===== config.mk =====
export PLATFORM = sky130hd
export DESIGN_NAME = arm_cordic_cell
export DESIGN_NICKNAME = d
export VERILOG_FILES = /design/src/design/arm_pkg.sv /design/src/design/arm_cordic_cell.sv
export SDC_FILE = /design/constraint.sdc
export NUM_CORES = 1
export LEC_CHECK = 0
export ABC_AREA = 1
export ABC_CLOCK_PERIOD_IN_PS = 6550
export BUFFER_PORTS_ARGS = -buffer_cell sky130_fd_sc_hd__buf_2
export CAP_MARGIN = 25
export CORE_MARGIN = 1
export CORE_UTILIZATION = 54
export CTS_BUF_LIST = sky130_fd_sc_hd__clkbuf_16
export CTS_CLUSTER_DIAMETER = 120
export DETAILED_ROUTE_END_ITERATION = 8
export MAX_ROUTING_LAYER = met4
export PLACE_DENSITY = 0.85
export SYNTH_ARGS = -nofsm -noshare
export SYNTH_HDL_FRONTEND = slang
export SYNTH_SLANG_ARGS = --single-unit

===== constraint.sdc =====
create_clock -name clk_i -period 6.55 [get_ports clk_i]
set_input_delay 1.6375 -clock clk_i [delete_from_list [all_inputs] [get_ports clk_i]]
set_output_delay 1.6375 -clock clk_i [all_outputs]
set_load 0.1 [all_outputs]

===== src/design/arm_pkg.sv =====
// Package for the axis rotation matrix unit: payload structs, CORDIC word
// widths, fixed-point constants and the arctangent table.
// No dependencies.
`default_nettype none

package arm_pkg;

  localparam int CORDIC_STAGES = 16;            // 8 .. 24
  localparam int IDXW          = $clog2(CORDIC_STAGES);
  localparam int XW            = 34;            // x, y datapath, Q2.30 plus headroom
  localparam int ZW            = 35;            // residual angle, Q2.30 over +-8 rad

  localparam logic [1:0] CMD_X        = 2'd0;
  localparam logic [1:0] CMD_Y        = 2'd1;
  localparam logic [1:0] CMD_Z        = 2'd2;
  localparam logic [1:0] CMD_IDENTITY = 2'd3;

  localparam logic signed [ZW-1:0] HALF_PI_Q30  = 35'sd1686629713;
  localparam logic signed [ZW-1:0] PI_Q30       = 35'sd3373259426;
  localparam logic signed [ZW-1:0] TWO_PI_Q30   = 35'sd6746518852;
  localparam logic signed [XW-1:0] GAIN_INV_Q30 = 34'sd652032874;

  localparam logic signed [15:0] ONE_Q14     = 16'sd16384;
  localparam logic signed [15:0] ZERO_Q14    = 16'sd0;
  localparam logic signed [15:0] NEG_ONE_Q14 = -16'sd16384;

  typedef struct packed {
    logic [1:0]         cmd;
    logic signed [15:0] angle;
  } in_t;

  typedef struct packed {
    logic signed [15:0] m00;
    logic signed [15:0] m01;
    logic signed [15:0] m02;
    logic signed [15:0] m10;
    logic signed [15:0] m11;
    logic signed [15:0] m12;
    logic signed [15:0] m20;
    logic signed [15:0] m21;
    logic signed [15:0] m22;
  } out_t;

  // Working word handed from cell to cell.
  typedef struct packed {
    logic signed [XW-1:0] x;
    logic signed [XW-1:0] y;
    logic signed [ZW-1:0] z;
    logic                 flip;
    logic [1:0]           cmd;
  } cordic_t;

  // atan(2^-i) in Q2.30, truncated
  function automatic logic signed [ZW-1:0] atan_q30(input logic [4:0] i);
    logic [31:0] v;
    unique case (i)
      5'd0:  v = 32'h3243F6A8;
      5'd1:  v = 32'h1DAC6705;
      5'd2:  v = 32'h0FADBAFC;
      5'd3:  v = 32'h07F56EA6;
      5'd4:  v = 32'h03FEAB76;
      5'd5:  v = 32'h01FFD55B;
      5'd6:  v = 32'h00FFFAAA;
      5'd7:  v = 32'h007FFF55;
      5'd8:  v = 32'h003FFFEA;
      5'd9:  v = 32'h001FFFFD;
      5'd10: v = 32'h000FFFFF;
      5'd11: v = 32'h0007FFFF;
      5'd12: v = 32'h0003FFFF;
      5'd13: v = 32'h0001FFFF;
      5'd14: v = 32'h0000FFFF;
      5'd15: v = 32'h00007FFF;
      5'd16: v = 32'h00003FFF;
      5'd17: v = 32'h00001FFF;
      5'd18: v = 32'h00000FFF;
      5'd19: v = 32'h000007FF;
      5'd20: v = 32'h000003FF;
      5'd21: v = 32'h000001FF;
      5'd22: v = 32'h000000FF;
      5'd23: v = 32'h0000007F;
      5'd24: v = 32'h0000003F;
      5'd25: v = 32'h0000001F;
      5'd26: v = 32'h0000000F;
      5'd27: v = 32'h00000008;
      5'd28: v = 32'h00000004;
      5'd29: v = 32'h00000002;
      5'd30: v = 32'h00000001;
      default: v = 32'h00000000;
    endcase
    return $signed({{(ZW-32){1'b0}}, v});
  endfunction

endpackage

`default_nettype wire


===== src/design/arm_cordic_cell.sv =====
// One rotation-mode CORDIC iteration with its own pipeline register.
// The stage index arrives as a tied-off port. Depends on arm_pkg.
`default_nettype none

module arm_cordic_cell (
  input  wire                   clk_i,
  input  wire                   rst_ni,
  input  wire [arm_pkg::IDXW-1:0] stage_i,
  input  wire                   valid_i,
  output logic                  ready_o,
  input  arm_pkg::cordic_t      data_i,
  output logic                  valid_o,
  input  wire                   ready_i,
  output arm_pkg::cordic_t      data_o
);
  import arm_pkg::*;

  logic                 valid_q;
  cordic_t              data_d, data_q;
  logic signed [XW-1:0] xs, ys;
  logic signed [ZW-1:0] at;

  assign ready_o = !valid_q || ready_i;

  always_comb begin
    xs = data_i.x >>> stage_i;
    ys = data_i.y >>> stage_i;
    at = atan_q30(5'(stage_i));
    data_d = data_i;
    if (!data_i.z[ZW-1]) begin
      data_d.x = data_i.x - ys;
      data_d.y = data_i.y + xs;
      data_d.z = data_i.z - at;
    end else begin
      data_d.x = data_i.x + ys;
      data_d.y = data_i.y - xs;
      data_d.z = data_i.z + at;
    end
  end

  always_ff @(posedge clk_i or negedge rst_ni) begin
    if (!rst_ni) begin
      valid_q <= 1'b0;
    end else if (ready_o) begin
      valid_q <= valid_i;
    end
  end

  always_ff @(posedge clk_i) begin
    if (ready_o && valid_i) begin
      data_q <= data_d;
    end
  end

  assign valid_o = valid_q;
  assign data_o  = data_q;

endmodule

`default_nettype wire


# Yosys cells after proc, flatten, opt, wreduce, memory -nomap -nowiden

Memory sizes are Yosys's and may differ from the RTL's.
Index checks and enable logic that the tools add are counted.

Memories: 1
Memory bits (read-only): 480
Bits in registers: 107
Logic and storage cells: 19

Muxes and demuxes: 1
Shift-type cells: 2
Reductions and logical operators: 3
$add $sub $neg: 6

Memories:

| memory           | words | bits a word | rd ports | clocked after Yosys merged registers in | wr ports | RTL line      | RTL |
|---|---|---|---|---|---|---|---|
| (name not given) | 16    | 30          | 1        | 0                                       | 0        | arm_pkg.sv:56 | `unique case (i)` |

Operator list:

| operator                                       | count |
|---|---|
| 103-bit 2-to-1 mux                             | 1 |
| 34-bit adder                                   | 2 |
| 34-bit by 4-bit >>> shifter with 34-bit output | 2 |
| 34-bit subtractor                              | 2 |
| 35-bit by 33-bit adder with 35-bit output      | 1 |
| 35-bit by 33-bit subtractor with 35-bit output | 1 |
| 1-bit logical AND                              | 1 |
| 1-bit zero test                                | 1 |
| 1-bit logical OR                               | 1 |

# Longest topological paths before layout

Depth in word-level cells: 3
Depth in mapped cells: 34

# Least setup slack after synthesis

Ideal clock, no wire load.

Path kind: input port to flip-flop
From: in valid_i
To: reg data_q, in the netlist data_o[0], enable pin
Cell stages on the path: 2
Arrival: 6.792 ns
Buffers on the path: 0
Setup slack: -0.846 ns
Cell sequence: inv_1 -> a21oi_1

Cells in the longest elaborated chain, start to end: 1

Ends and longest elaborated chain:

| what                   | RTL line              | RTL |
|---|---|---|
| start: declaration     | arm_cordic_cell.sv:9  | `input wire valid_i,` |
| 1-bit logical AND      | arm_cordic_cell.sv:50 | `if (ready_o && valid_i) begin` |
| end signal: assignment | arm_cordic_cell.sv:51 | `data_q <= data_d;` |
| end: declaration       | arm_cordic_cell.sv:19 | `cordic_t data_d, data_q;` |

No other way between the ends.
A chain may end at the register's enable or synchronous reset.

==> metrics.md <==
| Metric | Value |
|---|---|
| Filler Cells Inserted | 2699 |
| Min-Delay Path Class | flip-flop to flip-flop |
| Setup TNS | 0 ns |
| Syn_nets | 2571 |
| Final WL | approximately 52000 microns |
| Flops & latches, synth | 107 |
| Seq/Total Area, Yosys | between 20% and 30% |
| GR Util met3 | 4.58% |
| Site Rows | 60 |
| Clk_lat worst skew | about 0.38 ns |
| Final min period | 6.16 ns |
| Critical path's largest stage delay | about 0.57 ns |
| Type of the worst setup path | input pin to flip-flop |
| R2R Setup Slk | roughly 4.9 ns |
| Finished Core Util | 61.3% |
| Final setup skew | between 0.009 and 0.01 ns |
| Total track usage | 37.3% |
| Die area | around 28000 sq um |
| Largest net degree at the start of global routing | between 70 and 80 |
| Tcrit/Tclk final | 94.0% |
| Core area | 27000 sq um |
| Nets | 2760 |
| Clock buffer depth | 2 |
| Worst Path Buf+Inv | 5 |
| Final worst setup slack | slightly below 0.4 ns |
| Vias | 16700 |
| Library cells used by synthesis | 47 |
| Slowest cell on crit path | nor3_1 |
| TritonCTS clock tree | done |
| FFs w/ async S/R, synth | 0.935% |
| Top cell by count, worst path | nand2_1 |
| Hold slack | 0.592 ns |
| Boundary Pins | around 220 |
| Initial Util | roughly 55% |
| Clock-pin slew on the worst setup and hold paths | ~0.08 ns |
| Avg WL per Cell | roughly 18 microns |
| TritonCTS Buffers | 9 |
| DR iter-0 viols | between 1500 and 2000 |
| GR Layer Usage met2 | 58.9% |
| First-pass GRT wire length | 79800 microns |
| Pwr/cell area | roughly 260 nW/um^2 |
| Critical path's top delay family | simple AND/OR/NAND/NOR gates |
| RR Endpoint | data_o[92] |
| Peak Freq | 0.162 GHz |
| Critical path endpoint category | flip-flop |
| GRT Residual Overflow | 0 |
| Drt first pass iters | 7 |
| CTS H-tree depth | 3 |
| CP endpoint | data_o[71] |
| Quantity of gates resized following cts | 0 |
| Post-Place Worst Slack | 0.117 ns |
| Maximum VDD drop | between 0.0002 and 0.0003 V |
| Worst Max-Slew Pin Slew | ~0.81 ns |
| Max-cap violation count | 0 |
| Outcome | finished, final reports clean |
| Antenna Violating Nets Remaining | 0 |
| Sequential cell area | 3210 sq um |
| Sink Count | approximately 110 |
| P_leak | 0.00825 uW |
| Vias in the first global route | 15400 |
| Die height | 168 microns |
| Area delta synth->final | 11.4% |
| GPL Wtd Cong | 0.998 |
| Fin area | 16600 sq um |
| Final hold violations | 0 |
| DP HPWL | 43100 microns |
| Startpoint type of the worst setup path | input pin |
| Hold-fix buffers, CTS | 0 |
| Met1 Use GR | 48.8% |
| Ys Warns | 0 |
| CP arrival | 6.27 ns |
| Crit path depth | 26 |
| Setup repair bufs after CTS | 0 |
| Mapped cell area | 14900 sq um |
| Max Slew Vio Count | 0 |
| Area after DPL | 16300 sq um |
| CP startpoint | stage_i[1] |
| DR vias/cell | between 5 and 6 |
| Global route hottest layer | met2 |
| Syn_area_per_cell | about 6.4 sq um |
| Footprint of the multi-input gates | 10500 sq um |
| Share of cells above drive strength 1 | 14.2% |
| Finish-stage setup viols | 0 |
| Gate count of the mapped netlist | 2343 |
| Initial antenna violation count | 1 |
| Root buf cell | clkbuf_16 |
| Top_reg_cell synth | edfxtp_1 |
| Crit path max fanout | 27 |
| FF-to-FF path depth | 2 |
| Crit path required time | 6.66 ns |
| Die X | 168 microns |
| DRC | 0 |
| Origin of the critical flop-to-flop path | valid_o |
| Slew HR | a little under half |
| Post-synth EDFFs | 106 |
| Input/output buffers | 221 |
==> cell usage after synthesis (11+ instances only) <==
| cell | n | area (sq um) |
|---|---|---|
| nor2_1 | 189 | 709 |
| nor2_2 | 21 | 131 |
| o21bai_1 | 11 | 82.6 |
| nand3_1 | 339 | 1700 |
| nand4_1 | 18 | 113 |
| ha_1 | 111 | 1390 |
| clkbuf_1 | 20 | 75.1 |
| xor2_1 | 119 | 1040 |
| nand2_2 | 32 | 200 |
| a21oi_1 | 131 | 656 |
| edfxtp_1 | 106 | 3180 |
| xnor2_1 | 43 | 377 |
| a21o_1 | 12 | 90.1 |
| inv_1 | 199 | 747 |
| o21ai_1 | 13 | 65.1 |
| nand2_1 | 712 | 2670 |
| o21ai_0 | 88 | 440 |
| a31oi_1 | 13 | 81.3 |
| inv_2 | 21 | 78.8 |
| nor3_1 | 14 | 70.1 |
| buf_2 | 34 | 170 |
==> metal layers <==
| metal | part of all wire (%) | routed length (microns) | vias up |
|---|---|---|---|
| met4 | 3.8 | 1980 | 0 |
| met5 | 0 | 0 | - |
| met1 | 44 | 23200 | 7590 |
| met2 | 45 | 23300 | 785 |
| met3 | 7.2 | 3780 | 112 |
| li1 | - | - | 8193 |
==> layout make-up <==
class | count | share of cell area (%)
clock buffers | 9 | 1.36
flip-flops and latches | 107 | 19.4
repair buffers | 250 | 8.14
inverters | 222 | 5.04
well taps | 341 | 2.57
diodes | 1 | 0.0151
multi-input cells | 1942 | 63.2
clock inverters | 7 | 0.309
==> placed cells by master (no fill, tap or decap), types with 3 or more instances in the layout <==
| cell type | synthesis | layout |
|---|---|---|
| nor4_1 | 10 | 10 |
| nor3_1 | 14 | 14 |
| xnor2_1 | 43 | 43 |
| nand3_1 | 339 | 339 |
| inv_2 | 21 | 22 |
| nand3b_1 | 5 | 5 |
| a21o_1 | 12 | 12 |
| o21ai_1 | 13 | 13 |
| fa_1 | 3 | 3 |
| edfxtp_1 | 106 | 106 |
| nand4_1 | 18 | 18 |
| clkbuf_16 | 0 | 9 |
| o21ai_2 | 4 | 4 |
| nor2_4 | 6 | 6 |
| o21ai_0 | 88 | 88 |
| nor2_2 | 21 | 21 |
| nand3_2 | 4 | 4 |
| o21bai_1 | 11 | 11 |
| o21a_1 | 4 | 4 |
| xor2_1 | 119 | 119 |
| a21boi_0 | 10 | 10 |
| nand2_1 | 712 | 712 |
| buf_4 | 4 | 27 |
| nand2_2 | 32 | 32 |
| o211ai_1 | 9 | 9 |
| ha_1 | 111 | 111 |
| nor2_1 | 189 | 189 |
| buf_2 | 34 | 221 |
| a221oi_1 | 5 | 5 |
| inv_1 | 199 | 199 |
| a31oi_1 | 13 | 13 |
| and2_1 | 3 | 3 |
| a21oi_1 | 131 | 130 |
==> stage by stage <==
step                cells  total power (uW)
floorplan            2343              3120
global placement     2862              3660
detailed placement   2862              3690
CTS                  2878              4250
global route         2879              4510
finish               2879              4280
==> where the power goes <==
part	leakage [uW]	internal (uW)	total (uW)	switching [uW]
clock network	0.000134	262	567	305
registers	0.00102	955	984	29.3
logic	0.00710	667	2730	2070
total	0.00825	1880	4280	2400
==> tightest hold or removal path, cell delays in order (launching register included) <==
cell and delay (ns):
dfrtp_1 0.42, nand2_1 0.09, nand2_1 0.05
==> cells by family after synthesis <==
| family | share of synthesized area (%) |
|---|---|
| AND/OR/NAND/NOR | 39.4 |
| AO/OA/AOI/OAI | 11.6 |
| buffers and inverters | 8.12 |
| XOR/XNOR | 9.53 |
| adder cells (fa/ha/maj) | 9.73 |
| flip-flops | 21.6 |
==> flip-flops by register name, summed over array words and instances (netlist names) <==
register and flops:
data_o 106, valid_o 1
==> how the worst min path moves through the flow <==
stage,startpoint,endpoint,cells after the start
floorplan,rst_ni,valid_o,0
global placement,valid_o,valid_o,2
detailed placement,valid_o,valid_o,2
CTS,valid_o,valid_o,2
global route,valid_o,valid_o,2
finish,valid_o,valid_o,2
No activity file was read; power rests on OpenSTA's default activity.
