**src/design/arm_pkg.sv**
```systemverilog
// Package for the axis rotation matrix unit: payload structs, CORDIC word
// widths, fixed-point constants and the arctangent table.
// No dependencies.
`default_nettype none

package arm_pkg;

  localparam int CORDIC_STAGES = 16;            // 8 .. 24
  localparam int IDXW          = $clog2(CORDIC_STAGES);
  localparam int XW            = 34;            // x, y datapath, Q2.30 plus headroom
  localparam int ZW            = 35;            // residual angle, Q2.30 over +-8 rad

  localparam logic [1:0] CMD_X        = 2'd0;
  localparam logic [1:0] CMD_Y        = 2'd1;
  localparam logic [1:0] CMD_Z        = 2'd2;
  localparam logic [1:0] CMD_IDENTITY = 2'd3;

  localparam logic signed [ZW-1:0] HALF_PI_Q30  = 35'sd1686629713;
  localparam logic signed [ZW-1:0] PI_Q30       = 35'sd3373259426;
  localparam logic signed [ZW-1:0] TWO_PI_Q30   = 35'sd6746518852;
  localparam logic signed [XW-1:0] GAIN_INV_Q30 = 34'sd652032874;

  localparam logic signed [15:0] ONE_Q14     = 16'sd16384;
  localparam logic signed [15:0] ZERO_Q14    = 16'sd0;
  localparam logic signed [15:0] NEG_ONE_Q14 = -16'sd16384;

  typedef struct packed {
    logic [1:0]         cmd;
    logic signed [15:0] angle;
  } in_t;

  typedef struct packed {
    logic signed [15:0] m00;
    logic signed [15:0] m01;
    logic signed [15:0] m02;
    logic signed [15:0] m10;
    logic signed [15:0] m11;
    logic signed [15:0] m12;
    logic signed [15:0] m20;
    logic signed [15:0] m21;
    logic signed [15:0] m22;
  } out_t;

  // Working word handed from cell to cell.
  typedef struct packed {
    logic signed [XW-1:0] x;
    logic signed [XW-1:0] y;
    logic signed [ZW-1:0] z;
    logic                 flip;
    logic [1:0]           cmd;
  } cordic_t;

  // atan(2^-i) in Q2.30, truncated
  function automatic logic signed [ZW-1:0] atan_q30(input logic [4:0] i);
    logic [31:0] v;
    unique case (i)
      5'd0:  v = 32'h3243F6A8;
      5'd1:  v = 32'h1DAC6705;
      5'd2:  v = 32'h0FADBAFC;
      5'd3:  v = 32'h07F56EA6;
      5'd4:  v = 32'h03FEAB76;
      5'd5:  v = 32'h01FFD55B;
      5'd6:  v = 32'h00FFFAAA;
      5'd7:  v = 32'h007FFF55;
      5'd8:  v = 32'h003FFFEA;
      5'd9:  v = 32'h001FFFFD;
      5'd10: v = 32'h000FFFFF;
      5'd11: v = 32'h0007FFFF;
      5'd12: v = 32'h0003FFFF;
      5'd13: v = 32'h0001FFFF;
      5'd14: v = 32'h0000FFFF;
      5'd15: v = 32'h00007FFF;
      5'd16: v = 32'h00003FFF;
      5'd17: v = 32'h00001FFF;
      5'd18: v = 32'h00000FFF;
      5'd19: v = 32'h000007FF;
      5'd20: v = 32'h000003FF;
      5'd21: v = 32'h000001FF;
      5'd22: v = 32'h000000FF;
      5'd23: v = 32'h0000007F;
      5'd24: v = 32'h0000003F;
      5'd25: v = 32'h0000001F;
      5'd26: v = 32'h0000000F;
      5'd27: v = 32'h00000008;
      5'd28: v = 32'h00000004;
      5'd29: v = 32'h00000002;
      5'd30: v = 32'h00000001;
      default: v = 32'h00000000;
    endcase
    return $signed({{(ZW-32){1'b0}}, v});
  endfunction

endpackage

`default_nettype wire

```
**src/design/arm_matrix.sv**
```systemverilog
// Output stage: rounds cos and sin to Q1.14, applies the fold and places
// them in the matrix for the chosen axis. Depends on arm_pkg.
`default_nettype none

module arm_matrix (
  input  wire              clk_i,
  input  wire              rst_ni,
  input  wire              valid_i,
  output logic             ready_o,
  input  arm_pkg::cordic_t data_i,
  output logic             valid_o,
  input  wire              stall_i,
  output arm_pkg::out_t    data_o
);
  import arm_pkg::*;

  logic               valid_q;
  out_t               data_d, data_q;
  logic signed [15:0] c, s, ns;

  function automatic logic signed [15:0] to_q14(input logic signed [XW-1:0] v);
    logic signed [XW:0]    t;
    logic signed [XW-16:0] q;
    t = {v[XW-1], v} + (XW+1)'(32768);
    q = t[XW:16];
    priority if (q > (XW-15)'(16384)) begin
      return ONE_Q14;
    end else if (q < -(XW-15)'(16384)) begin
      return NEG_ONE_Q14;
    end else begin
      return q[15:0];
    end
  endfunction

  assign ready_o = !valid_q || !stall_i;

  always_comb begin
    c  = to_q14(data_i.x);
    s  = to_q14(data_i.y);
    if (data_i.flip) begin
      c = -c;
      s = -s;
    end
    ns = -s;
    data_d = '{ONE_Q14, ZERO_Q14, ZERO_Q14,
               ZERO_Q14, ONE_Q14, ZERO_Q14,
               ZERO_Q14, ZERO_Q14, ONE_Q14};
    unique case (data_i.cmd)
      CMD_X: begin
        data_d.m11 = c;  data_d.m12 = ns;
        data_d.m21 = s;  data_d.m22 = c;
      end
      CMD_Y: begin
        data_d.m00 = c;  data_d.m02 = s;
        data_d.m20 = ns; data_d.m22 = c;
      end
      CMD_Z: begin
        data_d.m00 = c;  data_d.m01 = ns;
        data_d.m10 = s;  data_d.m11 = c;
      end
      CMD_IDENTITY: begin
      end
    endcase
  end

  always_ff @(posedge clk_i or negedge rst_ni) begin
    if (!rst_ni) begin
      valid_q <= 1'b0;
    end else if (ready_o) begin
      valid_q <= valid_i;
    end
  end

  always_ff @(posedge clk_i) begin
    if (ready_o && valid_i) begin
      data_q <= data_d;
    end
  end

  assign valid_o = valid_q;
  assign data_o  = data_q;

endmodule

`default_nettype wire

```
**config.mk**
```make
export PLATFORM = sky130hd
export DESIGN_NAME = arm_matrix
export DESIGN_NICKNAME = d
export VERILOG_FILES = /design/src/design/arm_pkg.sv /design/src/design/arm_matrix.sv
export SDC_FILE = /design/constraint.sdc
export NUM_CORES = 1
export LEC_CHECK = 0
export BUFFER_PORTS_ARGS = -buffer_cell sky130_fd_sc_hd__buf_2
export CORE_AREA = 3 3 98 170
export CTS_BUF_LIST = sky130_fd_sc_hd__clkbuf_4 sky130_fd_sc_hd__clkbuf_8
export CTS_CLUSTER_DIAMETER = 40
export DETAILED_ROUTE_END_ITERATION = 16
export DIE_AREA = 0 0 101 173
export PLACE_DENSITY = 0.93
export REMOVE_ABC_BUFFERS = 1
export SLEW_MARGIN = 20
export SYNTH_ARGS = -nofsm -noshare
export SYNTH_HDL_FRONTEND = slang
export SYNTH_SLANG_ARGS = --single-unit
```
**constraint.sdc**
```tcl
create_clock -name clk_i -period 5.53 [get_ports clk_i]
set_input_delay 0.2765 -clock clk_i [delete_from_list [all_inputs] [get_ports clk_i]]
set_output_delay 0.2765 -clock clk_i [all_outputs]
set_load 0.005 [all_outputs]
```
[Word-level counts from Yosys, hierarchy flattened]
Cells that the tools add are included.
Operators by class
  add/subtract/negate cells: 5
  order comparisons: 4
  eq/ne operators: 2
  muxes and demuxes: 6
  reduce and logical (&&, ||, !) cells: 8
Operators with widths (count)
  two-way mux 16 bit: 6
  adder 34 x 17 -> 35 bit (second input constant): 2
  negation 16 bit: 3
  greater-than comparator 19 x 16 -> 1 bit (second input constant): 2
  < comparator 19 x 15 -> 1 bit (second input constant): 2
  OR reduction 2 bit: 3
  == test 2 x 1 -> 1 bit (second input constant): 1
  == test 2 bit (second input constant): 1
  logical NOT 1 bit: 2
  logical NOT 2 bit: 1
  logical AND 1 bit: 1
  logical OR 1 bit: 1
Word-level totals
  flip-flop bits (word level): 145
  input port bits: 110
  output and inout bits: 146

[Depth between registers and ports, before layout]
Gate-level depths: netlist (run 1).
  depth in word-level cells: 7
  depth in mapped cells: 20
  depth with buffers taken out: 17

[Worst setup path before layout (run 1)]
No wires, ideal clock.
  path type: input -> register
  start: in data_i[53] (netlist name)
  end: reg data_q, in the netlist data_o[126], data pin
  library setup time: 260 ps
  data arrival time: 4822 ps
  path slack: 448 ps
  stages: 20
  path buffers: 3
  cell sequence: ha_1 buf_4 nand3_4 buf_1 nor4_1 or3_1 o211a_1 a211oi_2 nor2_1 clkbuf_1 nand2_1 ha_1 o21ai_0 or4b_1 nor2_1 nor2_1 a311oi_4 nand2_1 or4b_4 mux2_4
On the way
  word-level cells in the longest chain between the ends: 7
  elaborated cells on any way between the ends: 8
RTL lines
  from (decl): RTL line arm_matrix.sv:10  | input arm_pkg::cordic_t data_i,
  adder 34 x 17 -> 35 bit *: RTL line arm_matrix.sv:24  | t = {v[XW-1], v} + (XW+1)'(32768);
  < comparator 19 x 15 -> 1 bit: RTL line arm_matrix.sv:28  | end else if (q < -(XW-15)'(16384)) begin
  two-way mux 16 bit: RTL line arm_matrix.sv:28
  two-way mux 16 bit *: RTL line arm_matrix.sv:26  | priority if (q > (XW-15)'(16384)) begin
  negation 16 bit: RTL line arm_matrix.sv:42  | s = -s;
  two-way mux 16 bit *: RTL line arm_matrix.sv:40  | if (data_i.flip) begin
  negation 16 bit *: RTL line arm_matrix.sv:44  | ns = -s;
  to (signal assigned): RTL line arm_matrix.sv:76  | data_q <= data_d;
  to (decl): RTL line arm_matrix.sv:18  | out_t data_d, data_q;
Every way passes the cells marked *; elsewhere a longest branch is shown, timed or not.
A chain may end at the register's enable or synchronous reset.

[Worst setup path in the final report (run 1)]
  start: in data_i[54] (netlist name)
  end: reg data_q, in the netlist data_o[47], data pin
Same word-level chain as after synthesis.

==> impl_metrics.json, run 1 <==
{
  "core_area_mm2": 0.0155,
  "critical_path_class": "in2reg",
  "core.rowCount": 60,
  "post_cts_setup_buffers": 0,
  "tritoncts_clock_tree": "done",
  "status": "finished, final reports clean",
  "viasPerCell": 5.74,
  "final_period_minus_worst_setup_slack_ns": 4.90,
  "crit_path_start_kind": "primary input",
  "final_min_period_over_clock_period_pct": 88.7,
  "number_of_antenna_violations_at_the_first_check_in_global_routing": 0,
  "layout-area-overhead-vs-synth_pct": 18.6,
  "finalWirelength_um": 20700,
  "pwr-share-clk_pct": 32.0,
  "ys_seq_elements": 142,
  "syn-cell-area_mm2": 0.00828,
  "share_seq_of_total_power_pct": 49.8,
  "global_route.usage.met2_pct": 43.9,
  "path_cells": "buf_2, ha_1, nand3_4, nor4_2, xor2_1, a2111oi_4, a211oi_2, nor2_1, nand2_1, ha_1, o21ai_0, or4b_1, nor4_1, nor3_1, o31ai_1, xor2_1, nor3b_1, nor3b_1",
  "top_achievable_clock_speed_mhz": 204,
  "place_hpwl_um": 15500,
  "synth_ff_type": "sky130_fd_sc_hd__edfxtp_1",
  "postLayoutCellArea_mm2": 0.00982,
  "layout.nets": 1062,
  "cts-root-buf": "sky130_fd_sc_hd__clkbuf_8",
  "drc": 0,
  "hold_violations": 0,
  "count_of_max_cap_constraint_violations": 0,
  "p_sw_mw": 0.709,
  "p_sw_share_pct": 27.7,
  "cts_buffers": 17,
  "setup_repair_after_global_routing_missed_its_margin": "no",
  "detail_route.wl_per_cell_um": 18.1,
  "initial_drc_count": 384,
  "critPathArrivalTime_ns": 5.07,
  "placedInstanceArea_mm2": 0.00938,
  "grt_pass1_vias": 6380,
  "p_comb_share_pct": 18.2,
  "cts.repair.resized": 0,
  "netlist-cell-type-count": 82,
  "clock_path_buffers": 2,
  "share_of_layout_cells_above_drive_strength_1_pct": 30.1,
  "cp_data_required_time_ns": 5.69,
  "postSynthCellCount": 761,
  "portBuffers": 190,
  "routed-via-count": 6564,
  "use_met3_pct": 3.27,
  "globalRoute.totalOverflow": 0,
  "timing.hold.worst.class": "in2reg",
  "worstPathMaxFanout": 9,
  "synth.yosys.seq_area_share_pct": 51.5,
  "synth_edf_count": 141,
  "drt-pass1-iter-count": 5,
  "setup_viol": 0,
  "clkTransAtPathRegs_ns": 0.08,
  "groute.layer.met1.usage_pct": 25.7,
  "clock-skew-final_ns": 0.0129,
  "grt_first_pass_wirelength_um": 32600,
  "die_ar_mm2": 0.0175,
  "final_max_slew_viol_count": 0,
  "top_usage_layer": "met2",
  "top_level_ports": 256,
  "finalWeightedCongestion": 0.915,
  "initial_core_util_pct": 53.5,
  "synth.yosys.warnings": 0,
  "crit_slowest_cell": "sky130_fd_sc_hd__or4b_1",
  "crit_path_max_incr_delay_ns": 0.69,
  "power_per_cell_area_mw_per_mm2": 261,
  "synth.largest_area_cell": "sky130_fd_sc_hd__edfxtp_1",
  "syn_avg_cell_area_um2": 10.9,
  "die_height_um": 173,
  "die_x_um": 101,
  "synth.cells.most_frequent": "sky130_fd_sc_hd__edfxtp_1 (141), sky130_fd_sc_hd__nor2_1 (78), sky130_fd_sc_hd__and2_1 (69), sky130_fd_sc_hd__nand2_1 (49), sky130_fd_sc_hd__xnor2_1 (35)",
  "synth.most_common_cell": "sky130_fd_sc_hd__edfxtp_1",
  "maxSlewHeadroom_pct": 29.4,
  "max_slew.worst_pin.slew_ns": 1.06,
  "grt_start_max_net_pins": 87,
  "totalNegativeSetupSlack_ns": 0,
  "post_synth_main_area_contributors": "sky130_fd_sc_hd__edfxtp_1 (51%), sky130_fd_sc_hd__and2_1 (5.2%), sky130_fd_sc_hd__xnor2_1 (3.7%)",
  "power.static_leakage_nw": 3.91,
  "cts_htree_levels": 4,
  "antenna_violating_nets_post_route": 0,
  "internal_power_mw": 1.85,
  "n_diodes": 0,
  "irDropWorstVdd_uv": 152,
  "postSynth.asyncResetShare_pct": 0.704,
  "worstSkewPairLatency_ns": 0.44,
  "post-synth-top-area-fraction_pct": 51.2,
  "cts_num_sinks": 142,
  "endpoint_kind": "flop",
  "globalRouteTotalUtil_pct": 23.4
}
[layer usage]
metal  routed length, um  share of wire (%)
met2               11500                 56
met5                   0                  0
met1                7490                 36
met4                 728                3.5
met3                1010                4.9
[what timing repair did]
| item | CTS | global route |
|---|---|---|
| endpoints found under the setup margin | 0 | 0 |
| hold buffers | 1 | 0 |
| hold endpoints to repair | 1 | 0 |
[critical path: cells and delay by family]
kind / cells / cell delay (ns)
buffers and inverters: 1 / 0.17
xor gates and xnor gates: 2 / 0.83
and+or+nand+nor: 9 / 2.31
adders and majority gates: 2 / 0.47
AOI/OAI and AO/OA: 4 / 1.02
[state kept, by name, summed over array words and instances, names as in the netlist]
name,flops
data_o,141
valid_o,1
[final timing paths]
check / startpoint / to / slack (ns) / cells past startpoint
max in group asynchronous: rst_ni / valid_o$_DFFE_PN0N_ / 5.29 / 2
worst max-delay path: data_i[54] / data_o[47]$_SDFFCE_PN0P_ / 0.63 / 18
min in group asynchronous: rst_ni / valid_o$_DFFE_PN0N_ / 0.15 / 2
worst max register to register: valid_o$_DFFE_PN0N_ / data_o[122]$_SDFFCE_PN0P_ / 3.31 / 4
worst min register to register: valid_o$_DFFE_PN0N_ / valid_o$_DFFE_PN0N_ / 0.53 / 2
worst min-delay path: valid_i / valid_o$_DFFE_PN0N_ / 0.05 / 2
[metrics by stage]
stage / cells / util [%] / total power, mW / worst slack [ns] / hold WS, ns
final: 1143 / 63.5 / 2.56 / 0.627 / 0.0466
after global routing: 1143 / 63.5 / 2.67 / 0.228 / 0.0418
after CTS: 1142 / 63.3 / 2.56 / 0.697 / 0.0381
after detailed placement: 1109 / 60.7 / 1.76 / 0.278 / 0.0567
after global placement: 1109 / 60.7 / 1.74 / 0.382 / 0.0511
after floorplan: 708 / - / 1.56 / 0.427 / -0.0191
[final cells by class]
type / count / area [um^2]
fillers: 1193 / 5650
multi-input cells: 556 / 3720
clock inverters: 13 / 141
inverters: 10 / 37.5
well taps: 186 / 233
flip-flops and latches: 142 / 4260
clock buffers: 19 / 249
repair buffers: 217 / 1180
[power by group through the flow]
stage / clock, mW / sequential (mW) / combinational (mW)
2_1_floorplan: 0 / 1.31 / 0.247
3_3_place_gp: 0 / 1.30 / 0.440
3_5_place_dp: 0 / 1.30 / 0.459
4_1_cts: 0.823 / 1.28 / 0.463
5_1_grt: 0.875 / 1.28 / 0.512
6_report: 0.821 / 1.28 / 0.467
[layout by cell type, fill, tap and decap left out, types with 13 or more instances in the layout]
master                     netlist  final
sky130_fd_sc_hd__buf_2           7    190
sky130_fd_sc_hd__xnor2_1        35     35
sky130_fd_sc_hd__edfxtp_1      141    141
sky130_fd_sc_hd__clkbuf_8        0     17
sky130_fd_sc_hd__nor3_1         16     16
sky130_fd_sc_hd__nor4_1         13     13
sky130_fd_sc_hd__a21oi_1        19     19
sky130_fd_sc_hd__nand3_1        17     17
sky130_fd_sc_hd__o21ai_0        27     27
sky130_fd_sc_hd__and3_1         16     16
sky130_fd_sc_hd__nand2_1        49     49
sky130_fd_sc_hd__xor2_1         28     28
sky130_fd_sc_hd__buf_4           7     25
sky130_fd_sc_hd__nor2b_1        18     18
sky130_fd_sc_hd__and2_1         69     68
sky130_fd_sc_hd__nor2_1         78     78
[logic make-up after synthesis]
| kind of cell | share of synthesized area (%) |
|---|---|
| multiplexers | 1.60 |
| adder cells (fa/ha/maj) | 1.21 |
| flip-flops | 51.5 |
| buffers and inverters | 3.66 |
| XOR/XNOR | 7.06 |
| AND/OR/NAND/NOR | 23.9 |
| AO/OA/AOI/OAI | 11.1 |
Note: power is estimated with default switching activity, not from simulation.
==> run 2: changes to the inputs <==
--- a/config.mk
+++ b/config.mk
@@ -6,12 +6,14 @@
 export NUM_CORES = 1
 export LEC_CHECK = 0
 export BUFFER_PORTS_ARGS = -buffer_cell sky130_fd_sc_hd__buf_2
-export CORE_AREA = 3 3 98 170
+export CELL_PAD_IN_SITES_DETAIL_PLACEMENT = 0
+export CELL_PAD_IN_SITES_GLOBAL_PLACEMENT = 1
+export CORE_AREA = 3 3 118 204
 export CTS_BUF_LIST = sky130_fd_sc_hd__clkbuf_4 sky130_fd_sc_hd__clkbuf_8
 export CTS_CLUSTER_DIAMETER = 40
 export DETAILED_ROUTE_END_ITERATION = 16
-export DIE_AREA = 0 0 101 173
-export PLACE_DENSITY = 0.93
+export DIE_AREA = 0 0 121 207
+export PLACE_DENSITY = 0.89
 export REMOVE_ABC_BUFFERS = 1
 export SLEW_MARGIN = 20
 export SYNTH_ARGS = -nofsm -noshare
==> constraint.sdc (replaced) <==
create_clock -name clk_i -period 4.45 [get_ports clk_i]
set_input_delay 0.2225 -clock clk_i [delete_from_list [all_inputs] [get_ports clk_i]]
set_output_delay 0.2225 -clock clk_i [all_outputs]
set_load 0.005 [all_outputs]
==> run 2 against run 1 <==
Sequential power increased by 24%. Clock power increased by 28%. Die area increased by 43%. Cell count increased by 15%. Critical path type unchanged. Largest power group unchanged.
==> impl_metrics.json, run 2 (synthesized netlist as in run 1, its figures left out) <==
{
  "tritoncts_clock_tree": "done",
  "count_of_max_cap_constraint_violations": 0,
  "power_per_cell_area_mw_per_mm2": 312,
  "grt_first_pass_wirelength_um": 34100,
  "top_achievable_clock_speed_mhz": 237,
  "instances_no_fill": 1319,
  "globalRouteTotalUtil_pct": 17.6,
  "crit_path_max_incr_delay_ns": 0.60,
  "cts-root-buf": "sky130_fd_sc_hd__clkbuf_8",
  "worstPathMaxFanout": 6,
  "share_of_layout_cells_above_drive_strength_1_pct": 34.6,
  "n_diodes": 0,
  "clock_path_buffers": 2,
  "drt-pass1-iter-count": 4,
  "initial_core_util_pct": 36.4,
  "detail_route.wl_per_cell_um": 16.7,
  "final_period_minus_worst_setup_slack_ns": 4.22,
  "layout.nets": 1125,
  "die_height_um": 207,
  "hold_violations": 0,
  "cts_num_sinks": 142,
  "crit_slowest_cell": "sky130_fd_sc_hd__or4b_4",
  "power.static_leakage_nw": 4.24,
  "number_of_antenna_violations_at_the_first_check_in_global_routing": 0,
  "clock-skew-final_ns": 0.0198,
  "crit_family": "simple AND/OR/NAND/NOR gates",
  "maxSlewHeadroom_pct": 38.3,
  "grt_pass1_vias": 6442,
  "timing.hold.worst.class": "in2async",
  "clkTransAtPathRegs_ns": 0.08,
  "leading_cell_types_in_the_layout_fill_and_taps_excluded": "sky130_fd_sc_hd__buf_2 (190), sky130_fd_sc_hd__edfxtp_1 (141), sky130_fd_sc_hd__buf_4 (86), sky130_fd_sc_hd__nor2_1 (78), sky130_fd_sc_hd__and2_1 (68)",
  "antenna_violating_nets_post_route": 0,
  "max_slew.worst_pin.slew_ns": 0.926,
  "globalRoute.totalOverflow": 0,
  "post_cts_setup_buffers": 0,
  "die_x_um": 121,
  "status": "finished, final reports clean",
  "setup_viol": 0,
  "max_reg_flops": 141,
  "irDropWorstVdd_uv": 174,
  "final_min_period_over_clock_period_pct": 94.8,
  "die_ar_mm2": 0.0250,
  "initial_drc_count": 321,
  "top_level_ports": 256,
  "place_hpwl_um": 17100,
  "finalWirelength_um": 22100,
  "whs_ns": 0.0883,
  "mostFrequentLayoutCell": "sky130_fd_sc_hd__buf_2",
  "worstSkewPairLatency_ns": 0.46,
  "core.rowCount": 73,
  "post-place-cells": 1285,
  "cp_data_required_time_ns": 4.65,
  "viasPerCell": 5.02,
  "critical_path_class": "in2reg",
  "portBuffers": 190,
  "timing.critical_path.mode_cell": "sky130_fd_sc_hd__buf_4",
  "drc": 0,
  "crit_path_start_kind": "primary input",
  "core_area_mm2": 0.0227,
  "path_cells": "buf_2, ha_1, nand3_4, nor3_2, buf_4, nand4_1, a2111oi_4, a211oi_4, or3_1, ha_1, buf_4, nor2b_1, nand2_1, nor4_1, buf_4, o311ai_2, or4b_4, mux2_4",
  "cts_htree_levels": 4,
  "final_max_slew_viol_count": 0,
  "layout-area-overhead-vs-synth_pct": 26.5,
  "routed-via-count": 6621,
  "grt_start_max_net_pins": 75,
  "critPathArrivalTime_ns": 4.42,
  "critPathBufInv": 4,
  "finalWeightedCongestion": 0.850,
  "cts_buffers": 17,
  "endpoint_kind": "flop"
}
run 2: report_power, final:
group / leakage, nW / internal [mW] / total [mW] / switching (mW)
logic: 2.63 / 0.269 / 0.632 / 0.363
clock network: 0.201 / 0.508 / 1.05 / 0.537
registers: 1.41 / 1.56 / 1.59 / 0.0245
run 2: layout make-up:
type | instances | area [um^2]
clock buffer | 17 | 234
inverter | 10 | 37.5
sequential | 142 | 4260
clock inverter | 14 | 158
multi-input combinational | 556 | 3760
fill | 2138 | 12300
tap | 300 | 375
timing repair buffer | 280 | 1650
run 2: path summary, 6_finish.rpt:
| kind | slack, ns | to | start | cells past startpoint |
|---|---|---|---|---|
| setup / recovery | 0.23 | data_o[46]$_SDFFCE_PN0P_ | data_i[53] | 18 |
| hold / removal | 0.09 | valid_o$_DFFE_PN0N_ | rst_ni | 2 |
| setup reg to reg | 2.26 | data_o[51]$_SDFFCE_PN0P_ | valid_o$_DFFE_PN0N_ | 3 |
| hold reg to reg | 1.07 | valid_o$_DFFE_PN0N_ | valid_o$_DFFE_PN0N_ | 3 |
| max in group asynchronous | 4.28 | valid_o$_DFFE_PN0N_ | rst_ni | 2 |
| min in group clk_i | 0.33 | data_o[79]$_SDFFCE_PN0P_ | data_i[105] | 4 |
run 2: what timing repair did:
| action | in CTS | in global routing |
|---|---|---|
| gates resized for setup | 0 | 7 |
| hold buffers | 3 | 0 |
| hold endpoints to repair | 2 | 0 |
| endpoints found under the setup margin | 0 | 12 |
run 2: per-layer routing:
metal,global-route usage [%],share of wire [%]
met5,0,0
met4,10.1,4.6
met3,2.24,3.4
met2,33.0,56
met1,18.2,36
run 2: through the flow:
step | utilization [%] | setup TNS, ns | area [um^2] | power [mW] | setup slack [ns]
finish | 46.0 | 0 | 10500 | 3.27 | 0.231
detailed placement | 44.0 | -3.96 | 10000 | 2.25 | -0.327
CTS | 45.8 | 0 | 10400 | 3.29 | 0.183
global route | 46.0 | -0.133 | 10500 | 3.41 | -0.0428
global placement | 44.0 | -1.96 | 10000 | 2.24 | -0.226
floorplan | - | -7.05 | 8010 | 1.94 | -0.599
