`src/design/arm_pkg.sv`:
```
// Package for the axis rotation matrix unit: payload structs, CORDIC word
// widths, fixed-point constants and the arctangent table.
// No dependencies.
`default_nettype none

package arm_pkg;

  localparam int CORDIC_STAGES = 16;            // 8 .. 24
  localparam int IDXW          = $clog2(CORDIC_STAGES);
  localparam int XW            = 34;            // x, y datapath, Q2.30 plus headroom
  localparam int ZW            = 35;            // residual angle, Q2.30 over +-8 rad

  localparam logic [1:0] CMD_X        = 2'd0;
  localparam logic [1:0] CMD_Y        = 2'd1;
  localparam logic [1:0] CMD_Z        = 2'd2;
  localparam logic [1:0] CMD_IDENTITY = 2'd3;

  localparam logic signed [ZW-1:0] HALF_PI_Q30  = 35'sd1686629713;
  localparam logic signed [ZW-1:0] PI_Q30       = 35'sd3373259426;
  localparam logic signed [ZW-1:0] TWO_PI_Q30   = 35'sd6746518852;
  localparam logic signed [XW-1:0] GAIN_INV_Q30 = 34'sd652032874;

  localparam logic signed [15:0] ONE_Q14     = 16'sd16384;
  localparam logic signed [15:0] ZERO_Q14    = 16'sd0;
  localparam logic signed [15:0] NEG_ONE_Q14 = -16'sd16384;

  typedef struct packed {
    logic [1:0]         cmd;
    logic signed [15:0] angle;
  } in_t;

  typedef struct packed {
    logic signed [15:0] m00;
    logic signed [15:0] m01;
    logic signed [15:0] m02;
    logic signed [15:0] m10;
    logic signed [15:0] m11;
    logic signed [15:0] m12;
    logic signed [15:0] m20;
    logic signed [15:0] m21;
    logic signed [15:0] m22;
  } out_t;

  // Working word handed from cell to cell.
  typedef struct packed {
    logic signed [XW-1:0] x;
    logic signed [XW-1:0] y;
    logic signed [ZW-1:0] z;
    logic                 flip;
    logic [1:0]           cmd;
  } cordic_t;

  // atan(2^-i) in Q2.30, truncated
  function automatic logic signed [ZW-1:0] atan_q30(input logic [4:0] i);
    logic [31:0] v;
    unique case (i)
      5'd0:  v = 32'h3243F6A8;
      5'd1:  v = 32'h1DAC6705;
      5'd2:  v = 32'h0FADBAFC;
      5'd3:  v = 32'h07F56EA6;
      5'd4:  v = 32'h03FEAB76;
      5'd5:  v = 32'h01FFD55B;
      5'd6:  v = 32'h00FFFAAA;
      5'd7:  v = 32'h007FFF55;
      5'd8:  v = 32'h003FFFEA;
      5'd9:  v = 32'h001FFFFD;
      5'd10: v = 32'h000FFFFF;
      5'd11: v = 32'h0007FFFF;
      5'd12: v = 32'h0003FFFF;
      5'd13: v = 32'h0001FFFF;
      5'd14: v = 32'h0000FFFF;
      5'd15: v = 32'h00007FFF;
      5'd16: v = 32'h00003FFF;
      5'd17: v = 32'h00001FFF;
      5'd18: v = 32'h00000FFF;
      5'd19: v = 32'h000007FF;
      5'd20: v = 32'h000003FF;
      5'd21: v = 32'h000001FF;
      5'd22: v = 32'h000000FF;
      5'd23: v = 32'h0000007F;
      5'd24: v = 32'h0000003F;
      5'd25: v = 32'h0000001F;
      5'd26: v = 32'h0000000F;
      5'd27: v = 32'h00000008;
      5'd28: v = 32'h00000004;
      5'd29: v = 32'h00000002;
      5'd30: v = 32'h00000001;
      default: v = 32'h00000000;
    endcase
    return $signed({{(ZW-32){1'b0}}, v});
  endfunction

endpackage

`default_nettype wire

```
`src/design/arm_reduce.sv`:
```
// Input stage: widens the angle to Q2.30, folds it into -pi/2..pi/2 and
// seeds the CORDIC word. Depends on arm_pkg.
`default_nettype none

module arm_reduce (
  input  wire            clk_i,
  input  wire            rst_ni,
  input  wire            valid_i,
  output logic           ready_o,
  input  arm_pkg::in_t   data_i,
  output logic           valid_o,
  input  wire            ready_i,
  output arm_pkg::cordic_t data_o
);
  import arm_pkg::*;

  logic             valid_q;
  cordic_t          data_d, data_q;
  logic signed [ZW-1:0] z0, z1;

  assign ready_o = !valid_q || ready_i;

  always_comb begin
    z0 = $signed({{(ZW-34){data_i.angle[15]}}, data_i.angle, 18'b0});
    priority if (z0 > PI_Q30) begin
      z1 = z0 - TWO_PI_Q30;
    end else if (z0 < -PI_Q30) begin
      z1 = z0 + TWO_PI_Q30;
    end else begin
      z1 = z0;
    end
    data_d.x    = GAIN_INV_Q30;
    data_d.y    = '0;
    data_d.cmd  = data_i.cmd;
    priority if (z1 > HALF_PI_Q30) begin
      data_d.z    = z1 - PI_Q30;
      data_d.flip = 1'b1;
    end else if (z1 < -HALF_PI_Q30) begin
      data_d.z    = z1 + PI_Q30;
      data_d.flip = 1'b1;
    end else begin
      data_d.z    = z1;
      data_d.flip = 1'b0;
    end
  end

  always_ff @(posedge clk_i or negedge rst_ni) begin
    if (!rst_ni) begin
      valid_q <= 1'b0;
    end else if (ready_o) begin
      valid_q <= valid_i;
    end
  end

  always_ff @(posedge clk_i) begin
    if (ready_o && valid_i) begin
      data_q <= data_d;
    end
  end

  assign valid_o = valid_q;
  assign data_o  = data_q;

endmodule

`default_nettype wire

```
`config.mk`:
```
export PLATFORM = sky130hd
export DESIGN_NAME = arm_reduce
export DESIGN_NICKNAME = d
export VERILOG_FILES = /design/src/design/arm_pkg.sv /design/src/design/arm_reduce.sv
export SDC_FILE = /design/constraint.sdc
export NUM_CORES = 1
export LEC_CHECK = 0
export BUFFER_PORTS_ARGS = -buffer_cell sky130_fd_sc_hd__buf_2
export CORE_ASPECT_RATIO = 0.9
export CORE_MARGIN = 3
export CORE_UTILIZATION = 35
export DETAILED_ROUTE_END_ITERATION = 12
export GPL_TIMING_DRIVEN = 0
export SYNTH_ARGS = -nofsm -noshare
export SYNTH_HDL_FRONTEND = slang
export SYNTH_SLANG_ARGS = --single-unit
```
`constraint.sdc`:
```
create_clock -name clk_i -period 3.1 [get_ports clk_i]
set_input_delay 0.465 -clock clk_i [delete_from_list [all_inputs] [get_ports clk_i]]
set_output_delay 0.465 -clock clk_i [all_outputs]
set_load 0.01 [all_outputs]
```
Word level (Yosys, flattened, before mapping):

Index checks and enable logic that the tools add are counted.

* reductions and logical operators: 3
* mux-type cells: 4
* $add $sub $neg: 4
* magnitude comparators: 4

Operators by type and width (count)
* 36-bit two-way mux: 2
* 35-bit two-way mux: 2
* 34-bit by 34-bit adder with 35-bit output, second input constant: 1
* 35-bit by 33-bit adder with 35-bit output, second input constant: 1
* 35-bit by 32-bit greater-than comparator with 1-bit output, second input constant: 1
* 35-bit by 32-bit less-than comparator with 1-bit output, second input constant: 1
* 34-bit by 34-bit subtractor with 35-bit output, second input constant: 1
* 35-bit by 33-bit subtractor with 35-bit output, second input constant: 1
* 34-bit by 33-bit greater-than comparator with 1-bit output, second input constant: 1
* 34-bit by 33-bit less-than comparator with 1-bit output, second input constant: 1
* 1-bit logical AND: 1
* 1-bit logical NOT: 1
* 1-bit logical OR: 1

* logic and storage cells: 19
* bits in registers: 39
* input bits: 22
* output and inout bits: 108

Depth between registers and ports, before layout:

Gate-level depths: netlist (run 1).

* depth after elaboration: 6
* mapped depth: 16
* mapped depth without buffers: 12

Worst setup path after synthesis (run 1):

OpenSTA, ideal clock, no wires.

* path type: input -> register
* start point: input port data_i[0] (netlist name)
* end point: register data_q, in the netlist data_o[22], data pin
* required time: 2.832 ns
* stages on the path: 14
* buffers on the path: 2
* path slack: -0.529 ns
* data arrival time: 3.362 ns
* library setup time: 0.268 ns
* cells stage by stage: clkbuf_1 > inv_1 > ha_1 > nor2b_1 > a31o_2 > a21bo_1 > buf_2 > o22a_1 > xnor2_2 > a311oi_1 > o21ai_1 > a211o_1 > or4_4 > xnor2_2

RTL lines
* from (decl): RTL line arm_reduce.sv:10 `input arm_pkg::in_t data_i,`
* to (signal assigned): RTL line arm_reduce.sv:57 `data_q <= data_d;`
* to (decl): RTL line arm_reduce.sv:18 `cordic_t data_d, data_q;`

==> run summary, run 1 <==
Largest net degree at the start of global routing: 30. The flow ran to the end, but the final reports show violations. Among all cell types in the netlist, the one instantiated most often is sky130_fd_sc_hd__buf_4.

For this block, the via count after detailed routing is 2926. The worst register-to-register path ends at data_o[28]$_DFFE_PP_. After synthesis, flip-flops and latches occupy 28.36% of the total area. TritonCTS built the clock tree. Detailed placement ended at an HPWL of 5769 um. The tool flagged a number of max-cap violations equal to 0.

The number of standard-cell rows in the floorplan was 32; the total grt overflow was 0. For the number of CTS-inserted buffers, the log shows 5. Once the floorplan was initialized, standard cells occupied 36.36% of the core.

The analysis attributes to cell leakage a power of 2.127 nW. The worst reg2reg path depth is 2. The setup path with the least slack is of type input port to flop. Broken down by cell family, the worst path's largest delay share belongs to compound AO/OA/AOI/OAI gates.

In this run the tool buffered the top-level ports with 50 buffer cells. The most critical setup path has its startpoint at data_i[11]. For this run, design rule violations remaining after detail routing come to 0. In this run, the number of DRC markers left after iteration 0 of detailed routing was 116. Along the worst path, the maximum fanout reaches 10. Counting flops with a built-in enable in the synthesized netlist gives 29.

The total global-route track usage came out at 15.42%. The total power divided by cell area was 373.7 nW/um2. The time the final worst path needs with I/O delays and setup was 3220 ps. The endpoint kind of the worst setup timing path is a flop. For this run, the number of Yosys warnings is 0. Predominant post-synthesis flop cell: sky130_fd_sc_hd__edfxtp_1. The first global-routing pass estimated 12910 um of wire. In this run, the clock network consumes 16.2% of the power.

Post-synthesis async set-or-reset flop share: 3.333%. Cells with a size suffix above 1 make up 51.78% of the layout. For the placeable core area, the log shows 8688 um2. The die covers 10200 um2.

The number of slew-limit violations in the final report is 0. The most numerous cell on the critical path is sky130_fd_sc_hd__buf_6. The per-instance average area after synthesis was 9.265 um2; the aggregate routed wire length was 8380 um. The delay of the slowest cell on the worst path was 310 ps. For the worst setup path, the data arrival time is 3240 ps. Counting flops and latches in the post-synthesis netlist gives 30. The clock-pin transition on the worst setup and hold timing paths is 60 ps. Yosys attributes the largest share of cell area to sky130_fd_sc_hd__edfxtp_1, sky130_fd_sc_hd__buf_4, sky130_fd_sc_hd__xnor2_1.

For this run, the top clock speed supported by timing is 310.5 MHz. The tools report the nature of the critical path startpoint as an input port. Of all cell types, the one taking the most synthesized area is sky130_fd_sc_hd__edfxtp_1.

The critical path contains buffers and inverters numbering 7 combined. The area growth from synthesis to final layout is 52.32%. The clock passes through at most 2 buffers. The commonest cells after synthesis are sky130_fd_sc_hd__buf_4, sky130_fd_sc_hd__edfxtp_1, sky130_fd_sc_hd__nand2_1, sky130_fd_sc_hd__xnor2_1.

Setup repair after global routing could not meet its margin everywhere. For the overall power, the log shows 1.798 mW. The library cell used as clock root buffer was sky130_fd_sc_hd__clkbuf_8. The fraction of synthesized cell area taken by the top area cell type is 27.56%, and the number of fillers in the final layout is 789. The die boundary height was 96.13 um.

The run gives 17 as the setup violation total in the final timing report. For the setup slack of the worst register-to-register path, the log shows 1260 ps. The logs give 0 for the remaining antenna violation count after routing and 0 for the number of antenna cells inserted. Final estimated routing congestion in global placement: 0.8686. At the pin with the least slew margin, the transition time is 1236 ps. Using the TritonRoute via totals, the vias-per-cell ratio works out to 4.682. The worst clock skew was 5.367 ps; the combinational fraction of design power was 53.6%. The worst hold path belongs to the class input port to flop. The clock drives 30 sinks. The internal portion of the total power is 1.159 mW. The width of the die is 106.1 um. The number of antenna violations at the first check in global routing came out at 0. The logs give 30.2% for the portion of total power attributed to sequential cells and 3120 ps for the worst endpoint required time.

The least setup slack across all paths after layout was -120.4 ps; the logic depth of the worst path, buffers included was 17. The switching power as a share of total power was 35.55%; the number of top-level pins was 130. Clock latency on the worst-skew pair, taken at its later pin, is 280 ps. Prior to clock tree synthesis, the placed netlist has a worst setup slack of -693.1 ps. For the number of nets in the layout, the log shows 532. Across all hold checks on the routed design, the worst slack comes to 368.3 ps. For the share of the core filled with cells in the final layout, the log shows 55.39%. The H-tree was split into 2 levels.

The timing endpoint of the critical path was data_o[23]$_DFFE_PP_. The remaining max-slew budget at the tightest pin is 17.59%. On the critical path, the stage with the largest delay is an instance of sky130_fd_sc_hd__a311o_1.

Synthesis handed over a netlist of 341 instances. For the netlist area before placement, the log shows 3159 um2. VDD sags by at most 0.0001791 V. The final critical path takes up 103.9% of the cycle. Walking the worst path, the cells encountered are buf_2 -> buf_6 -> a311o_1 -> a21boi_2 -> a21bo_1 -> buf_6 -> o22a_4 -> xnor2_4 -> a311oi_2 -> o21ai_2 -> buf_4 -> a211oi_4 -> buf_6 -> buf_8 -> buf_6 -> a21oi_2 -> xor2_1.

For this design the total switching power over the nets is 0.6394 mW. The final reports fail on negative setup slack. The number of global-route vias before repair is 2710. The startpoint identified for the worst register-to-register timing path is valid_o$_DFFE_PN0N_.

The final count of hold timing violations was 0; the first-pass iteration count of the detailed router was 4. In the final routed layout, each cell accounts on average for 13.41 um. The tools report the unique cell type count in the Yosys netlist as 73.
-- metal layers --
metal,global-route usage (%),vias up,part of all wire (%)
met5,0,-,0
met4,5.502,0,1.6
li1,-,1436,-
met2,26.79,120,48
met1,20.09,1356,44
met3,1.543,14,6.4
-- per-stage QoR --
step | std cells | area [um2] | setup TNS [ps]
after floorplan | 408 | 3536 | -1462
after global placement | 577 | 3935 | -14280
after detailed placement | 577 | 3935 | -14740
after CTS | 621 | 4651 | -308.3
after global routing | 625 | 4812 | -3677
final | 625 | 4812 | -702.8
-- worst min path at each step --
stage / startpoint / to / slack [ps] / cells past startpoint
finish: data_i[16] / data_o[0]$_DFFE_PP_ / 370 / 1
global route: data_i[16] / data_o[0]$_DFFE_PP_ / 360 / 1
CTS: data_i[16] / data_o[0]$_DFFE_PP_ / 370 / 1
detailed placement: rst_ni / valid_o$_DFFE_PN0N_ / 240 / 1
global placement: rst_ni / valid_o$_DFFE_PN0N_ / 240 / 1
floorplan: rst_ni / valid_o$_DFFE_PN0N_ / 170 / 0
-- logic make-up (layout without fill, tap and decap cells) --
| family | after synthesis | in the layout | synth area share, % |
|---|---|---|---|
| AND/OR/NAND/NOR | 72 | 72 | 12.24 |
| XOR/XNOR | 31 | 31 | 10.02 |
| buffers and inverters | 105 | 203 | 23.01 |
| other | 2 | 69 | 0.2377 |
| adder cells (fa/ha/maj) | 5 | 5 | 1.980 |
| flip-flops | 30 | 30 | 28.36 |
| AO/OA/AOI/OAI | 96 | 96 | 24.16 |
-- power by group through the flow --
| stage | Combinational, mW | Sequential [mW] | Clock, mW |
|---|---|---|---|
| after floorplan | 0.520 | 0.583 | 0 |
| after CTS | 0.893 | 0.545 | 0.297 |
| final | 0.964 | 0.544 | 0.291 |
| after global routing | 1.04 | 0.549 | 0.314 |
| after detailed placement | 0.703 | 0.553 | 0 |
| after global placement | 0.695 | 0.552 | 0 |
-- state kept, by name, indices dropped and copies added (netlist names) --
signal   count
valid_o      1
data_o      29
-- cell usage in the layout (no fill, tap or decap), types with 5 or more instances in the layout --
cell	count
sky130_fd_sc_hd__a21oi_1	7
sky130_fd_sc_hd__and2_1	5
sky130_fd_sc_hd__buf_2	48
sky130_fd_sc_hd__buf_4	110
sky130_fd_sc_hd__buf_6	18
sky130_fd_sc_hd__clkbuf_8	5
sky130_fd_sc_hd__conb_1	69
sky130_fd_sc_hd__edfxtp_1	29
sky130_fd_sc_hd__inv_1	5
sky130_fd_sc_hd__nand2_1	22
sky130_fd_sc_hd__nand2b_1	5
sky130_fd_sc_hd__nor2_1	8
sky130_fd_sc_hd__nor3_1	5
sky130_fd_sc_hd__o211ai_1	6
sky130_fd_sc_hd__o21ai_1	7
sky130_fd_sc_hd__xnor2_1	16
-- repair_timing --
item	4_1_cts	5_1_grt
setup buffers	35	4
gates cloned	1	0
hold buffers	1	0
gates resized for setup	69	21
pin swaps	32	6
endpoints found under the hold margin	1	0
endpoints found under the setup margin	27	27
-- layout make-up --
| class | instances | area, um2 | area share (%) |
|---|---|---|---|
| repair buffers | 90 | 618.1 | 12.84 |
| clock inverters | 2 | 8.758 | 0.1820 |
| clock buffers | 6 | 72.57 | 1.508 |
| well taps | 119 | 148.9 | 3.094 |
| plain buffers | 97 | 794.5 | 16.51 |
| inverters | 8 | 47.55 | 0.9880 |
| multi-input cells | 273 | 2226 | 46.26 |
| flip-flops and latches | 30 | 895.9 | 18.62 |
Note: power is estimated with default switching activity, not from simulation.
==> run 2: changes to the inputs <==
--- a/config.mk
+++ b/config.mk
@@ -11,6 +11,7 @@
 export CORE_UTILIZATION = 35
 export DETAILED_ROUTE_END_ITERATION = 12
 export GPL_TIMING_DRIVEN = 0
+export SLEW_MARGIN = 20
 export SYNTH_ARGS = -nofsm -noshare
 export SYNTH_HDL_FRONTEND = slang
 export SYNTH_SLANG_ARGS = --single-unit
==> constraint.sdc (replaced) <==
create_clock -name clk_i -period 3.1 [get_ports clk_i]
set_input_delay 0.465 -clock clk_i [delete_from_list [all_inputs] [get_ports clk_i]]
set_output_delay 0.465 -clock clk_i [all_outputs]
set_load 0.1 [all_outputs]
==> run 2 against run 1 <==
Net effect:
- clock power barely moved
- first-iteration DRC count rose by 28%
- largest power group unchanged
- cell count rose by 2.9%
- the run still ends with negative setup slack left
==> run summary, run 2 (synthesized netlist as in run 1, its figures left out) <==
The number of slew-limit violations in the final report is 0 (unchanged), and the number of cells in the finished layout apart from fillers is 643 (+2.9%). The tools report the die outline area as 10200 um2 (unchanged). The tools report the placeable core area as 8688 um2 (unchanged).

The logs give 3250 ps (about the same) for the arrival time at the worst endpoint and 18 (+1) for the setup violation total in the final timing report. The tree is rooted in a sky130_fd_sc_hd__clkbuf_8. The run gives 4982 um2 (+3.5%) as the design area. The number of CTS-inserted buffers was 5 (unchanged). The clock-pin transition on the worst setup and hold timing paths was 60 ps (about the same).

The average vias per placed instance was 4.597 (-1.8%). The least setup slack across all paths after layout was -141.3 ps (-20.96 ps); the post-place instance area was 3936 um2 (about the same). The logs give 15.49% (+0.068 points) for the total global-route track usage and 12910 um (unchanged) for the wire length of the first global-routing pass. The flip-flop count of the largest register after layout is 29 (unchanged), and the maximum vdd ir drop is 0.0002942 V (+64%).

The number of top-level pins is 130 (unchanged), and the worst endpoint required time is 3110 ps (about the same). STA classifies the critical path endpoint as a flop. The routed wirelength normalized by instance count was 13.52 um (+0.84%). The most frequent standard cell in the layout excluding fill and tap cells is sky130_fd_sc_hd__buf_4. The number of antenna cells inserted was 0 (unchanged); the max-capacitance violation count was 0 (unchanged).

TritonCTS built the clock tree. The clock network latency to the later pin of the worst-skew pair is 280 ps (about the same). The routed wire length on met3 was 534 um (-0.19%). The run gives 308.5 MHz (-0.65%) as the fmax. Wire length on met1: 3797 um (+3.7%). Setup repair after global routing could not meet its margin everywhere. The worst clock skew came out at 4.619 ps (-0.7476 ps). Die boundary height: 96.13 um (unchanged).

The run gives 2 (unchanged) as the H-tree depth reported by CTS. The area growth from synthesis to final layout is 57.70%. The tools report the iteration-0 DRC count of the detailed router as 149 (+28%). The tools report the nature of the critical path startpoint as an input port. The total power divided by cell area was 521.0 nW/um2 (+39%). The leakage dissipation came out at 2.241 nW (+5.3%). The total instance count after detailed placement was 577 (unchanged); the remaining antenna violation count after routing was 0 (unchanged). For the initial core utilization, the log shows 36.36% (unchanged). The min-delay analysis places its worst path in the category input port to flop. The amount of wire on met2 after detailed routing is 4223 um (+4.4%), and the fraction of layout instances using a drive strength above 1 is 55.53% (+3.8 points). The final count of hold timing violations was 0 (unchanged); the number of global-route vias before repair was 2630 (-3.0%).

The maximum buffer depth of the clock tree is 2 (unchanged), and the number of vias after detailed routing is 2956 (+1.0%). The checks that failed: negative setup slack. In the layout the commonest cells are sky130_fd_sc_hd__buf_4, sky130_fd_sc_hd__conb_1, sky130_fd_sc_hd__buf_2.

The run gives 57.00% (+39 points) as the remaining max-slew budget at the tightest pin. The total grt overflow was 0 (unchanged); the sum of net half-perimeters after detailed placement was 5786 um (+0.29%). The tools report the number of antenna violations at the first check in global routing as 0 (unchanged). Final estimated routing congestion in global placement: 0.8686 (unchanged). Number of standard-cell rows in the floorplan: 32 (unchanged). For the total number of clock tree sinks, the log shows 30 (unchanged). The run finished, with violations left. For the number of nets in the layout, the log shows 550 (+3.4%). The tools report the largest net degree at the start of global routing as 30 (unchanged). The tools report the post-detailed-route DRC marker count as 0 (unchanged).

The ratio of final minimum period to clock period works out to 104.6% (+0.68 points). The aggregate routed wire length is 8694 um (+3.7%). The highest fanout seen on the critical path works out to 10 (unchanged). The slew at the pin closest to its max-slew limit is 645.0 ps (-591.2 ps). The tools report the first-pass iteration count of the detailed router as 4 (unchanged). The critical path in this run is classified as input port to flop.

Signal routing reaches up to met4. The time the final worst path needs with I/O delays and setup was 3241 ps (+20.96 ps). The number of I/O port buffers works out to 50 (unchanged).

The width of the die works out to 106.1 um (unchanged).
run 2: cell count changes in the layout (fill, tap and decap cells not counted), moves of 2 or more:
cell	change
sky130_fd_sc_hd__xnor2_1	-2
sky130_fd_sc_hd__a22oi_2	+2
sky130_fd_sc_hd__buf_4	+18
sky130_fd_sc_hd__buf_8	-2
sky130_fd_sc_hd__nand2_2	+2
sky130_fd_sc_hd__nand2_1	-2
sky130_fd_sc_hd__a22oi_1	-2
sky130_fd_sc_hd__xor2_2	+2
sky130_fd_sc_hd__xnor2_2	+2
sky130_fd_sc_hd__buf_6	+2
sky130_fd_sc_hd__o22ai_2	+2
run 2: where the power goes:
part	leakage (nW)	internal (mW)	total (mW)	switching (mW)
clock network	0.0426	0.154	0.289	0.136
logic	1.91	0.505	1.76	1.26
registers	0.287	0.530	0.543	0.0128
run 2: area by class of cell:
type	count	area, um2
fillers	743	3706
well taps	119	148.9
clock inverters	2	8.758
flip-flops and latches	30	895.9
multi-input cells	273	2268
plain buffers	97	790.8
repair buffers	108	749.5
clock buffers	6	72.57
inverters	8	47.55
run 2: metrics by stage:
step           worst slack, ps  hold WS [ps]  total power [mW]  TNS (ps)  utilization, %
6_report                -141.3         367.9             2.596     -1232           57.34
5_1_grt                 -248.6         357.2             2.702     -3330           57.34
4_1_cts                 -105.0         366.3             2.490    -700.4           53.90
3_5_place_dp            -707.8         240.1             2.014    -14820           45.31
3_3_place_gp            -680.9         240.3             2.005    -14280           45.29
2_1_floorplan           -252.5         169.4             1.862     -1462               -
run 2: layer usage:
metal | track usage (%) | vias up
li1 | - | 1465
met2 | 26.32 | 122
met1 | 20.44 | 1358
met3 | 2.012 | 11
met4 | 5.286 | 0
met5 | 0 | -
run 2: critical path: stages:
cell	delay (ps)
sky130_fd_sc_hd__buf_6	90
sky130_fd_sc_hd__buf_6	120
sky130_fd_sc_hd__o41a_1	320
sky130_fd_sc_hd__o2111ai_1	180
sky130_fd_sc_hd__a21o_2	210
sky130_fd_sc_hd__inv_6	70
sky130_fd_sc_hd__buf_4	140
sky130_fd_sc_hd__a32oi_4	220
sky130_fd_sc_hd__buf_4	160
sky130_fd_sc_hd__xnor2_2	100
sky130_fd_sc_hd__a211oi_2	240
sky130_fd_sc_hd__o21ai_2	150
sky130_fd_sc_hd__a41o_4	330
sky130_fd_sc_hd__buf_6	150
sky130_fd_sc_hd__a32oi_1	180
sky130_fd_sc_hd__xnor2_1	110
run 2: final timing paths:
path	cells after the start	end	startpoint	slack [ps]
max	16	data_o[32]$_DFFE_PP_	data_i[3]	-140
min	1	data_o[1]$_DFFE_PP_	data_i[17]	370
max reg2reg	2	data_o[28]$_DFFE_PP_	valid_o$_DFFE_PN0N_	1670
min reg2reg	2	valid_o$_DFFE_PN0N_	valid_o$_DFFE_PN0N_	530
max in group asynchronous	2	valid_o$_DFFE_PN0N_	rst_ni	2530
min in group asynchronous	2	valid_o$_DFFE_PN0N_	rst_ni	490
run 2: timing repair:
action | 4_1_cts | 5_1_grt
endpoints found under the hold margin | 1 | 0
buffers inserted | 37 | 19
pin swaps | 29 | 22
endpoints found under the setup margin | 27 | 27
gates resized for setup | 65 | 35
hold buffers | 1 | 0
gates cloned | 2 | 0
